`config.mk`:
```
export PLATFORM = sky130hd
export DESIGN_NAME = seq_window_loss_tracker_flat
export DESIGN_NICKNAME = d
export VERILOG_FILES = /design/src/design/swlt_pkg.sv /design/src/design/swlt_if.sv /design/src/design/swlt_ctrl.sv /design/src/design/swlt_dp.sv /design/src/design/seq_window_loss_tracker.sv /design/src/flat_wrapper.sv
export SDC_FILE = /design/constraint.sdc
export NUM_CORES = 2
export LEC_CHECK = 0
export BUFFER_PORTS_ARGS = -buffer_cell sky130_fd_sc_hd__buf_2
export CORE_MARGIN = 2
export CORE_UTILIZATION = 37
export DETAILED_ROUTE_END_ITERATION = 16
export PLACE_DENSITY_LB_ADDON = 0.08
export SYNTH_ARGS = -nofsm -noshare
export SYNTH_HDL_FRONTEND = slang
export SYNTH_SLANG_ARGS = --single-unit
```
`constraint.sdc`:
```
create_clock -name clk -period 35.7 [get_ports clk]
set_input_delay 3.57 -clock clk [delete_from_list [all_inputs] [get_ports clk]]
set_output_delay 3.57 -clock clk [all_outputs]
set_load 0.01 [all_outputs]
```
`src/design/swlt_pkg.sv`:
```
`timescale 1ns / 1ps
package swlt_pkg;

  localparam int SEQ_W   = 32;

  localparam logic [2:0] OP_RX     = 3'd0;
  localparam logic [2:0] OP_TICK   = 3'd1;
  localparam logic [2:0] OP_CLEAR  = 3'd2;
  localparam logic [2:0] OP_TXDONE = 3'd3;
  localparam logic [2:0] OP_TXFAIL = 3'd4;
  localparam logic [2:0] OP_SPARE_FIRST = 3'd5;
  localparam logic [2:0] OP_SPARE_MID   = 3'd6;
  localparam logic [2:0] OP_SPARE_LAST  = 3'd7;

  localparam logic [0:0] REG_TRACK_EN = 1'd0;
  localparam logic [0:0] REG_RUN      = 1'd1;

  localparam logic [SEQ_W-1:0] JUMP_LIMIT  = 32'd128;
  localparam logic [SEQ_W-1:0] RETIRE_SPAN = 32'd63;
  localparam logic [SEQ_W-1:0] WINDOW_BITS = 32'd64;
  localparam logic [5:0]       RETIRE_LAST = 6'd62;

  localparam logic [3:0] DP_NOP    = 4'd0;
  localparam logic [3:0] DP_LOAD   = 4'd1;
  localparam logic [3:0] DP_TICK   = 4'd2;
  localparam logic [3:0] DP_CLEAR  = 4'd3;
  localparam logic [3:0] DP_MUL    = 4'd4;
  localparam logic [3:0] DP_TXADD  = 4'd5;
  localparam logic [3:0] DP_TXFAIL = 4'd6;
  localparam logic [3:0] DP_RXHEAD = 4'd7;
  localparam logic [3:0] DP_EVAL   = 4'd8;
  localparam logic [3:0] DP_DRAIN  = 4'd9;
  localparam logic [3:0] DP_RETIRE = 4'd10;
  localparam logic [3:0] DP_JUMP   = 4'd11;

  typedef struct packed {
    logic [2:0]  opcode;
    logic [31:0] seq;
    logic [31:0] pkt_run;
    logic        run_present;
    logic [15:0] length;
    logic [15:0] frames;
  } item_t;

  typedef struct packed {
    logic [31:0] interval_index;
    logic [63:0] interval_bytes;
    logic [31:0] tx_done;
    logic [63:0] tx_fail;
    logic [63:0] rx_count;
    logic [63:0] lost_count;
    logic [63:0] dup_count;
    logic [63:0] reorder_count;
  } report_t;

  typedef struct packed {
    logic [3:0] op;
  } cmd_t;

  typedef struct packed {
    logic [2:0] opcode;
    logic       run_ok;
    logic       out_busy;
    logic       d_zero;
    logic       d_stale;
    logic       d_big;
    logic       d_ge64;
    logic       map0;
    logic       cnt_last;
  } status_t;

endpackage

```
`src/design/swlt_if.sv`:
```
`timescale 1ns / 1ps
interface swlt_item_if;
  logic            valid;
  logic            ready;
  swlt_pkg::item_t data;
  modport source (output valid, output data, input ready);
  modport sink (input valid, input data, output ready);
endinterface

interface swlt_report_if;
  logic              valid;
  logic              ready;
  swlt_pkg::report_t data;
  modport source (output valid, output data, input ready);
  modport sink (input valid, input data, output ready);
endinterface

```
`src/design/swlt_ctrl.sv`:
```
`timescale 1ns / 1ps
module swlt_ctrl (
  input  logic              clk,
  input  logic              rst,
  input  logic              in_valid,
  output logic              in_ready,
  input  swlt_pkg::status_t status,
  output swlt_pkg::cmd_t    cmd
);

  localparam logic [2:0] S_IDLE   = 3'd0;
  localparam logic [2:0] S_EXEC   = 3'd1;
  localparam logic [2:0] S_TXADD  = 3'd2;
  localparam logic [2:0] S_EVAL   = 3'd3;
  localparam logic [2:0] S_DRAIN  = 3'd4;
  localparam logic [2:0] S_RETIRE = 3'd5;
  localparam logic [2:0] S_JUMP   = 3'd6;

  logic [2:0] state, state_next;
  logic       ret_eval, ret_eval_next;

  assign in_ready = (state == S_IDLE);

  always_comb begin
    state_next    = state;
    ret_eval_next = ret_eval;
    cmd.op        = swlt_pkg::DP_NOP;
    case (state)
      S_IDLE: begin
        if (in_valid) begin
          cmd.op     = swlt_pkg::DP_LOAD;
          state_next = S_EXEC;
        end
      end
      S_EXEC: begin
        case (status.opcode)
          swlt_pkg::OP_RX: begin
            if (status.run_ok) begin
              cmd.op     = swlt_pkg::DP_RXHEAD;
              state_next = S_EVAL;
            end else begin
              state_next = S_IDLE;
            end
          end
          swlt_pkg::OP_TICK: begin
            if (!status.out_busy) begin
              cmd.op     = swlt_pkg::DP_TICK;
              state_next = S_IDLE;
            end
          end
          swlt_pkg::OP_CLEAR: begin
            cmd.op     = swlt_pkg::DP_CLEAR;
            state_next = S_IDLE;
          end
          swlt_pkg::OP_TXDONE: begin
            cmd.op     = swlt_pkg::DP_MUL;
            state_next = S_TXADD;
          end
          swlt_pkg::OP_TXFAIL: begin
            cmd.op     = swlt_pkg::DP_TXFAIL;
            state_next = S_IDLE;
          end
          default: state_next = S_IDLE;
        endcase
      end
      S_TXADD: begin
        cmd.op     = swlt_pkg::DP_TXADD;
        state_next = S_IDLE;
      end
      S_EVAL: begin
        cmd.op = swlt_pkg::DP_EVAL;
        if (status.d_zero) begin
          ret_eval_next = 1'b0;
          state_next    = S_DRAIN;
        end else if (status.d_stale) begin
          state_next = S_IDLE;
        end else if (status.d_big) begin
          state_next = S_RETIRE;
        end else if (status.d_ge64) begin
          ret_eval_next = 1'b1;
          state_next    = S_DRAIN;
        end else begin
          state_next = S_IDLE;
        end
      end
      S_DRAIN: begin
        cmd.op = swlt_pkg::DP_DRAIN;
        if (!status.map0) begin
          state_next = ret_eval ? S_EVAL : S_IDLE;
        end
      end
      S_RETIRE: begin
        cmd.op = swlt_pkg::DP_RETIRE;
        if (status.cnt_last) begin
          state_next = S_JUMP;
        end
      end
      S_JUMP: begin
        cmd.op     = swlt_pkg::DP_JUMP;
        state_next = S_EVAL;
      end
      default: state_next = S_IDLE;
    endcase
  end

  always_ff @(posedge clk) begin
    if (rst) begin
      state    <= S_IDLE;
      ret_eval <= 1'b0;
    end else begin
      state    <= state_next;
      ret_eval <= ret_eval_next;
    end
  end

endmodule

```
`src/design/swlt_dp.sv`:
```
`timescale 1ns / 1ps
module swlt_dp #(
  parameter logic [15:0] FRAME_BYTES = 16'd1536
) (
  input  logic               clk,
  input  logic               rst,
  input  logic               cfg_we,
  input  logic [0:0]         cfg_index,
  input  logic [31:0]        cfg_data,
  input  swlt_pkg::item_t    in_data,
  output swlt_pkg::report_t  out_data,
  output logic               out_valid,
  input  logic               out_ready,
  input  swlt_pkg::cmd_t     cmd,
  output swlt_pkg::status_t  status
);

  logic        tracking_enable;
  logic [31:0] current_run;
  swlt_pkg::item_t item;

  logic [31:0] expected;
  logic [63:0] early_map;
  logic [63:0] rx_total, lost_total, dup_total, reorder_total, byte_total, tx_fail_total;
  logic [31:0] interval_num, tx_done_total;
  logic [31:0] prod;
  logic [5:0]  cnt;

  logic [31:0] d;
  logic [31:0] run_eff;
  logic [5:0]  bit_idx;
  logic        d_stale;

  assign d       = item.seq - expected;
  assign d_stale = d[31];
  assign run_eff = item.run_present ? item.pkt_run : current_run;
  assign bit_idx = d[5:0] - 6'd1;

  assign status.opcode   = item.opcode;
  assign status.run_ok   = tracking_enable && (run_eff == current_run);
  assign status.out_busy = out_valid && !out_ready;
  assign status.d_zero   = (d == 32'd0);
  assign status.d_stale  = d_stale;
  assign status.d_big    = !d_stale && (d > swlt_pkg::JUMP_LIMIT);
  assign status.d_ge64   = !d_stale && (d >= swlt_pkg::WINDOW_BITS);
  assign status.map0     = early_map[0];
  assign status.cnt_last = (cnt == swlt_pkg::RETIRE_LAST);

  always_ff @(posedge clk) begin
    if (cmd.op == swlt_pkg::DP_LOAD) begin
      item <= in_data;
    end
    if (cmd.op == swlt_pkg::DP_MUL) begin
      prod <= 32'(item.frames) * 32'(FRAME_BYTES);
    end
    if (cmd.op == swlt_pkg::DP_TICK) begin
      out_data.interval_index <= interval_num;
      out_data.interval_bytes <= byte_total;
      out_data.tx_done        <= tx_done_total;
      out_data.tx_fail        <= tx_fail_total;
      out_data.rx_count       <= rx_total;
      out_data.lost_count     <= lost_total;
      out_data.dup_count      <= dup_total;
      out_data.reorder_count  <= reorder_total;
    end
  end

  always_ff @(posedge clk) begin
    if (rst) begin
      tracking_enable <= 1'b0;
      current_run     <= 32'd1;
    end else if (cfg_we) begin
      case (cfg_index)
        swlt_pkg::REG_TRACK_EN: tracking_enable <= cfg_data[0];
        swlt_pkg::REG_RUN:      current_run     <= cfg_data;
        default: ;
      endcase
    end
  end

  always_ff @(posedge clk) begin
    if (rst) begin
      out_valid <= 1'b0;
    end else if (cmd.op == swlt_pkg::DP_TICK) begin
      out_valid <= 1'b1;
    end else if (out_ready) begin
      out_valid <= 1'b0;
    end
  end

  always_ff @(posedge clk) begin
    if (rst || cmd.op == swlt_pkg::DP_CLEAR) begin
      expected      <= '0;
      early_map     <= '0;
      rx_total      <= '0;
      lost_total    <= '0;
      dup_total     <= '0;
      reorder_total <= '0;
      byte_total    <= '0;
      interval_num  <= '0;
      tx_done_total <= '0;
      tx_fail_total <= '0;
      cnt           <= '0;
    end else begin
      case (cmd.op)
        swlt_pkg::DP_TICK: begin
          byte_total   <= '0;
          interval_num <= interval_num + 32'd1;
        end
        swlt_pkg::DP_MUL: begin
          tx_done_total <= tx_done_total + {16'd0, item.frames};
        end
        swlt_pkg::DP_TXADD: begin
          byte_total <= byte_total + {32'd0, prod};
        end
        swlt_pkg::DP_TXFAIL: begin
          tx_fail_total <= tx_fail_total + {48'd0, item.frames};
        end
        swlt_pkg::DP_RXHEAD: begin
          rx_total   <= rx_total + 64'd1;
          byte_total <= byte_total + {48'd0, item.length};
        end
        swlt_pkg::DP_EVAL: begin
          if (status.d_zero) begin
            expected <= expected + 32'd1;
          end else if (d_stale) begin
            dup_total <= dup_total + 64'd1;
          end else if (status.d_big) begin
            lost_total <= lost_total + 64'd1;
            expected   <= expected + 32'd1;
            cnt        <= '0;
          end else if (status.d_ge64) begin
            lost_total <= lost_total + 64'd1;
            expected   <= expected + 32'd1;
          end else if (early_map[bit_idx]) begin
            dup_total <= dup_total + 64'd1;
          end else begin
            early_map[bit_idx] <= 1'b1;
            reorder_total      <= reorder_total + 64'd1;
          end
        end
        swlt_pkg::DP_DRAIN: begin
          if (early_map[0]) begin
            expected <= expected + 32'd1;
          end
          early_map <= early_map >> 1;
        end
        swlt_pkg::DP_RETIRE: begin
          if (!early_map[0]) begin
            lost_total <= lost_total + 64'd1;
          end
          expected  <= expected + 32'd1;
          early_map <= early_map >> 1;
          cnt       <= cnt + 6'd1;
        end
        swlt_pkg::DP_JUMP: begin
          early_map  <= '0;
          lost_total <= lost_total + {32'd0, d - swlt_pkg::RETIRE_SPAN};
          expected   <= item.seq - swlt_pkg::RETIRE_SPAN;
        end
        default: ;
      endcase
    end
  end

endmodule

```
`src/design/seq_window_loss_tracker.sv`:
```
`timescale 1ns / 1ps
// sequence window loss tracker
// items: sink channel of opcode beats (rx packet, tick, clear, tx complete,
//   tx failed); one beat is taken at a time, ready is high only while idle
// reports: source channel, one snapshot beat per tick, held in an output
//   register until taken; beats before the next tick are accepted
// cfg_we / cfg_index / cfg_data: register writes, which the user
//   must make only while idle; the block does not enforce this
// steps per beat: tick, clear, tx failed and ignored packets run
//   at once; tx complete does a 16x16 multiply then a 64-bit add;
//   a stale or out-of-order packet is counted, then evaluated; an
//   in-order packet also drains early arrivals from the window
// a jump beyond 128 adds the one-bit-a-cycle retire walk; catching
//   up over 64..128 adds an eval and a drain walk per lost number
// tick report is valid in the cycle after the tick executes
// a tick that finds the output register still full waits in place
// reset: all counters and the window cleared, tracking off, run id 1,
//   no output valid
module seq_window_loss_tracker #(
  parameter logic [15:0] FRAME_BYTES = 16'd1536
) (
  input  logic        clk,
  input  logic        rst,
  input  logic        cfg_we,
  input  logic [0:0]  cfg_index,
  input  logic [31:0] cfg_data,
  swlt_item_if.sink   items,
  swlt_report_if.source reports
);

  swlt_pkg::cmd_t    cmd;
  swlt_pkg::status_t status;

  swlt_ctrl u_ctrl (
    .clk      (clk),
    .rst      (rst),
    .in_valid (items.valid),
    .in_ready (items.ready),
    .status   (status),
    .cmd      (cmd)
  );

  swlt_dp #(
    .FRAME_BYTES (FRAME_BYTES)
  ) u_dp (
    .clk       (clk),
    .rst       (rst),
    .cfg_we    (cfg_we),
    .cfg_index (cfg_index),
    .cfg_data  (cfg_data),
    .in_data   (items.data),
    .out_data  (reports.data),
    .out_valid (reports.valid),
    .out_ready (reports.ready),
    .cmd       (cmd),
    .status    (status)
  );

  a_one_at_a_time: assert property (@(posedge clk) disable iff (rst)
    items.valid && items.ready |=> !items.ready)
    else $error("second beat taken while busy");

  a_tick_reports: assert property (@(posedge clk) disable iff (rst)
    cmd.op == swlt_pkg::DP_TICK |=> reports.valid)
    else $error("tick without report");

  a_no_overwrite: assert property (@(posedge clk) disable iff (rst)
    !(cmd.op == swlt_pkg::DP_TICK && status.out_busy))
    else $error("report overwritten");

endmodule

```
`src/flat_wrapper.sv`:
```
// flat-port wrapper written by rule: the top's interface ports become plain ports
module seq_window_loss_tracker_flat 
#(
  parameter logic [15:0] FRAME_BYTES = 16'd1536
)
  (clk, rst, cfg_we, cfg_index, cfg_data, items_valid, items_data, items_ready, reports_valid, reports_data, reports_ready);
  swlt_item_if items_i ();
  swlt_report_if reports_i ();
  input  logic clk;
  input  logic rst;
  input  logic cfg_we;
  input  logic [0:0] cfg_index;
  input  logic [31:0] cfg_data;
  input wire logic [$bits(items_i.valid)-1:0] items_valid;
  input wire logic [$bits(items_i.data)-1:0] items_data;
  output wire logic [$bits(items_i.ready)-1:0] items_ready;
  output wire logic [$bits(reports_i.valid)-1:0] reports_valid;
  output wire logic [$bits(reports_i.data)-1:0] reports_data;
  input wire logic [$bits(reports_i.ready)-1:0] reports_ready;
  assign items_i.valid = items_valid;
  assign items_i.data = items_data;
  assign items_ready = items_i.ready;
  assign reports_valid = reports_i.valid;
  assign reports_data = reports_i.data;
  assign reports_i.ready = reports_ready;
  seq_window_loss_tracker #(.FRAME_BYTES(FRAME_BYTES)) u_core (.clk(clk), .rst(rst), .cfg_we(cfg_we), .cfg_index(cfg_index), .cfg_data(cfg_data), .items(items_i), .reports(reports_i));
endmodule
```
==> results.toml <==
[setup_path]
critPathLaunchType = "input port"
worst-path-max-fanout = 141
crit_start = "reports_ready"
rr_startpoint = "u_core.u_dp.item[65]"
crit_buf_inv = 6
cp_slowest_cell = "buf_4"
reg2reg_slack_ns = 28.40
worstPathCellList = "buf_2 > nand2b_1 > a31oi_1 > o22ai_1 > o221ai_1 > buf_4 > nor2_4 > buf_4 > buf_12 > buf_4 > buf_4"
r2r_cells = 23
rr_endpoint = "u_core.u_dp.lost_total[49]"
cp_common_cell = "buf_4"
crit_arrival_ns = 7.75
worstSetupPathType = "input port to flop"
setup.worst_path.end_class = "flop"
cpPeakStageDelay_ns = 0.72
cp_top_family = "buffers and inverters"
crit_required_ns = 36.09

[sta]
slew_violations = 0
hold_viol = 0
clock_skew_ns = 0.03502
slew_headroom_pct = 18.07
tightest_slew_ns = 1.228
fin_crit_ns = 7.360
rsz0062_at_grt = "false"
finalSetupViolations = 0
tns_ns = 0
post-route-period-util_pct = 20.62
timing.fmax_mhz = 135.9

[synth]
synth_area_mm2 = 0.05467
synthArstFlopShare_pct = 0
yosysSeqAreaShare_pct = 52.62
yosys_register_bits = 1154
syn_inst = 5419
synth_edf_count = 566
synth_top_flop_cell = "dfxtp_1"
avgSynthCellArea_um2 = 10.09
yosys_warnings = 0
syn_nets = 5721
synth_cell_types = 93

[clocking]
path_clk_slew_ns = 0.06
clock_sinks = 1154
cts_root_buffer = "clkbuf_16"
h-tree-depth = 4
cts_buffers = 133
hold_buffers = 0
cts_buffer_depth = 3
cts_resized = 0
clk-insertion-delay-late_ns = 0.77
postCtsSetupRepairBufs = 0
cts_tree = "done"

[placed_design]
place_congestion = 0.8619
place_area_mm2 = 0.05962
io_buffers = 587
hpwl_um = 109500

[grt]
grt_pass1_vias = 40930
gr-total-overflow = 0
antenna_found_initial = 22
grt_pass1_wl_um = 244100
track_usage_pct = 20.44
grt_max_degree = 148

[die]
die_area_mm2 = 0.1509
num_io_pins = 588
rows = 141
start_util_pct = 37.12
fp.dieW_um = 388.4
core_mm2 = 0.1473
die_h_um = 388.4

[worst_hold_path]
whs_path_depth = 0
hold_path.class = "flop to flop"
min-delay-start = "u_core.u_dp.rx_total[63]"
hold_end = "u_core.u_dp.out_data[255]"

[detailed_routing]
wirelength_um = 158800
met2_length_um = 72070
dr.pass1.iters = 8
m1WireLength_um = 73770
wl_per_cell_um = 19.88
dr.max_layer_used = "met5"
vias = 43550
route.met3.wl_um = 9535
first_iter_violations = 3178
ant_nets = 0
drc = 0
drt-vias-per-instance = 5.451

[cells_and_area]
design_area_mm2 = 0.06404
final_nets = 6244
fillers = 14160
drive_gt1_share_pct = 15.91
syn2layout_area_growth_pct = 17.12

[power]
p_int_mw = 2.276
switching_share_pct = 24.39
power.density_mw_per_mm2 = 47.02
combPwrFrac_pct = 6.8
seq_power_share_pct = 47.5
leakage_nw = 23.44
power_switching_uw = 734.4
p_clk_share_pct = 45.7
peakVddDrop_mv = 0.03230

[run_status]
outcome = "finished, final reports clean"

[job]
cap_violations = 0
worst register-to-register path, stage by stage (launching register included):
cell	delay (ns)
edfxtp_1	0.43
inv_1	0.10
ha_1	0.17
inv_1	0.06
fa_1	0.43
a21o_1	0.23
a311o_1	0.43
a21oi_1	0.30
nor3b_1	0.10
a211o_1	0.31
or4_4	0.51
nor4_1	0.78
nand2_1	0.31
xor2_1	0.21
nor2_1	0.13
ha_1	0.30
a211oi_1	0.33
nand2_1	0.08
a221oi_1	0.30
o21ai_0	0.24
a31oi_1	0.34
a21o_1	0.75
or4b_2	0.26
a21oi_1	0.06
synthesized netlist by cell type (all sizes together), types with 14 or more instances:
cell | count | area, um2
or3 | 94 | 593.1
nand3 | 202 | 1011
a22oi | 18 | 135.1
a21oi | 460 | 2302
and2 | 56 | 350.3
nor3 | 120 | 600.6
nor2b | 20 | 125.1
a211oi | 74 | 680.7
and3 | 124 | 775.7
nor2 | 486 | 1824
or2 | 29 | 181.4
edfxtp | 566 | 17000
xor2 | 166 | 1454
dfxtp | 588 | 11770
a21o | 65 | 488.0
xnor2 | 146 | 1279
o21ai | 215 | 1076
nand2 | 487 | 1828
or4 | 108 | 814.5
nor3b | 16 | 120.1
and4 | 22 | 192.7
nand4 | 92 | 575.6
nand2b | 59 | 369.1
nor4 | 45 | 296.5
o311ai | 21 | 201.5
o21a | 18 | 135.1
o41ai | 19 | 185.2
o31ai | 113 | 853.3
buf | 40 | 220.2
a41o | 26 | 260.3
inv | 141 | 529.3
mux2i | 57 | 570.6
a31oi | 53 | 337.8
ha | 157 | 1964
a22o | 26 | 227.7
o211ai | 64 | 480.5
clkbuf | 223 | 837.1
o2111ai | 14 | 122.6
sequential cells by signal, indices dropped and copies added, names as in the netlist, 3 cells and up:
register,count
u_core.u_dp.lost_total,64
u_core.u_dp.rx_total,64
u_core.u_dp.current_run,32
u_core.u_dp.status,3
u_core.u_dp.expected,32
u_core.u_dp.tx_fail_total,64
u_core.u_dp.item,97
u_core.u_dp.byte_total,64
u_core.u_dp.prod,18
u_core.u_dp.tx_done_total,32
u_core.u_dp.early_map,64
u_core.u_dp.dup_total,64
u_core.u_ctrl.state,3
u_core.u_dp.out_data,448
u_core.u_dp.reorder_total,64
u_core.u_dp.cnt,6
u_core.u_dp.interval_num,32
layout make-up:
class                      count  area [um2]  area share [%]
multi-input combinational   3859       24460           38.20
timing repair buffer         651        3443           5.377
tap                         1930        2415           3.771
inverter                     143       536.8          0.8382
sequential                  1154       28770           44.92
clock inverter                61       659.4           1.030
antenna                        6       15.01         0.02345
clock buffer                 185        3737           5.836
logic make-up (layout without fill, tap and decap cells):
group	after synthesis	in the layout	synth area share [%]
AO/OA/AOI/OAI	1328	1328	16.00
multiplexers	72	72	1.579
XOR/XNOR	313	313	5.039
buffers and inverters	406	1040	2.915
flip-flops	1154	1154	52.62
AND/OR/NAND/NOR	1982	1982	18.00
other	0	6	0
adder cells (fa/ha/maj)	164	164	3.849
worst max-delay path by stage:
stage | to | slack (ns) | cells after the start
finish | u_core.u_dp.out_data[21] | 28.34 | 11
global route | u_core.u_dp.lost_total[49] | 27.77 | 23
CTS | u_core.u_dp.lost_total[49] | 28.36 | 23
detailed placement | u_core.u_dp.out_data[24] | 27.54 | 11
global placement | u_core.u_dp.out_data[22] | 27.65 | 11
floorplan | u_core.u_dp.byte_total[59] | 9.50 | 9
layout by cell type, fill, tap and decap left out, drive strengths merged, types with 92 or more instances in the layout:
master | netlist | layout
a21oi | 460 | 460
and3 | 124 | 124
buf | 40 | 651
clkbuf | 223 | 185
dfxtp | 588 | 588
edfxtp | 566 | 566
ha | 157 | 157
inv | 141 | 149
nand2 | 487 | 487
nand3 | 202 | 202
nand4 | 92 | 92
nor2 | 486 | 486
nor3 | 120 | 120
o21ai | 215 | 215
o31ai | 113 | 113
or3 | 94 | 94
or4 | 108 | 108
xnor2 | 146 | 146
xor2 | 166 | 166
layer usage:
metal  vias up  track usage (%)
met5         -                0
met4        16            5.433
met2      1121            32.11
met1     20930            28.52
met3       211            4.285
li1      21270                -
power groups by stage:
stage / clock [mW] / combinational [mW] / sequential (mW)
2_1_floorplan: 0 / 0.127 / 1.47
3_3_place_gp: 0 / 0.205 / 1.46
3_5_place_dp: 0 / 0.205 / 1.46
4_1_cts: 1.42 / 0.206 / 1.43
5_1_grt: 1.47 / 0.225 / 1.43
6_report: 1.38 / 0.205 / 1.43
per-stage QoR:
step	total power, mW	worst slack (ns)	utilization [%]	hold slack, ns	cells
final	3.011	28.34	43.47	0.4537	7989
after global routing	3.125	27.77	43.46	0.4563	7983
after CTS	3.052	28.36	43.46	0.4541	7983
after detailed placement	1.664	27.54	40.47	0.4375	7737
after global placement	1.664	27.65	40.47	0.4355	7737
after floorplan	1.598	9.496	-	0.4064	5419
(Power assumes the default switching activity.)
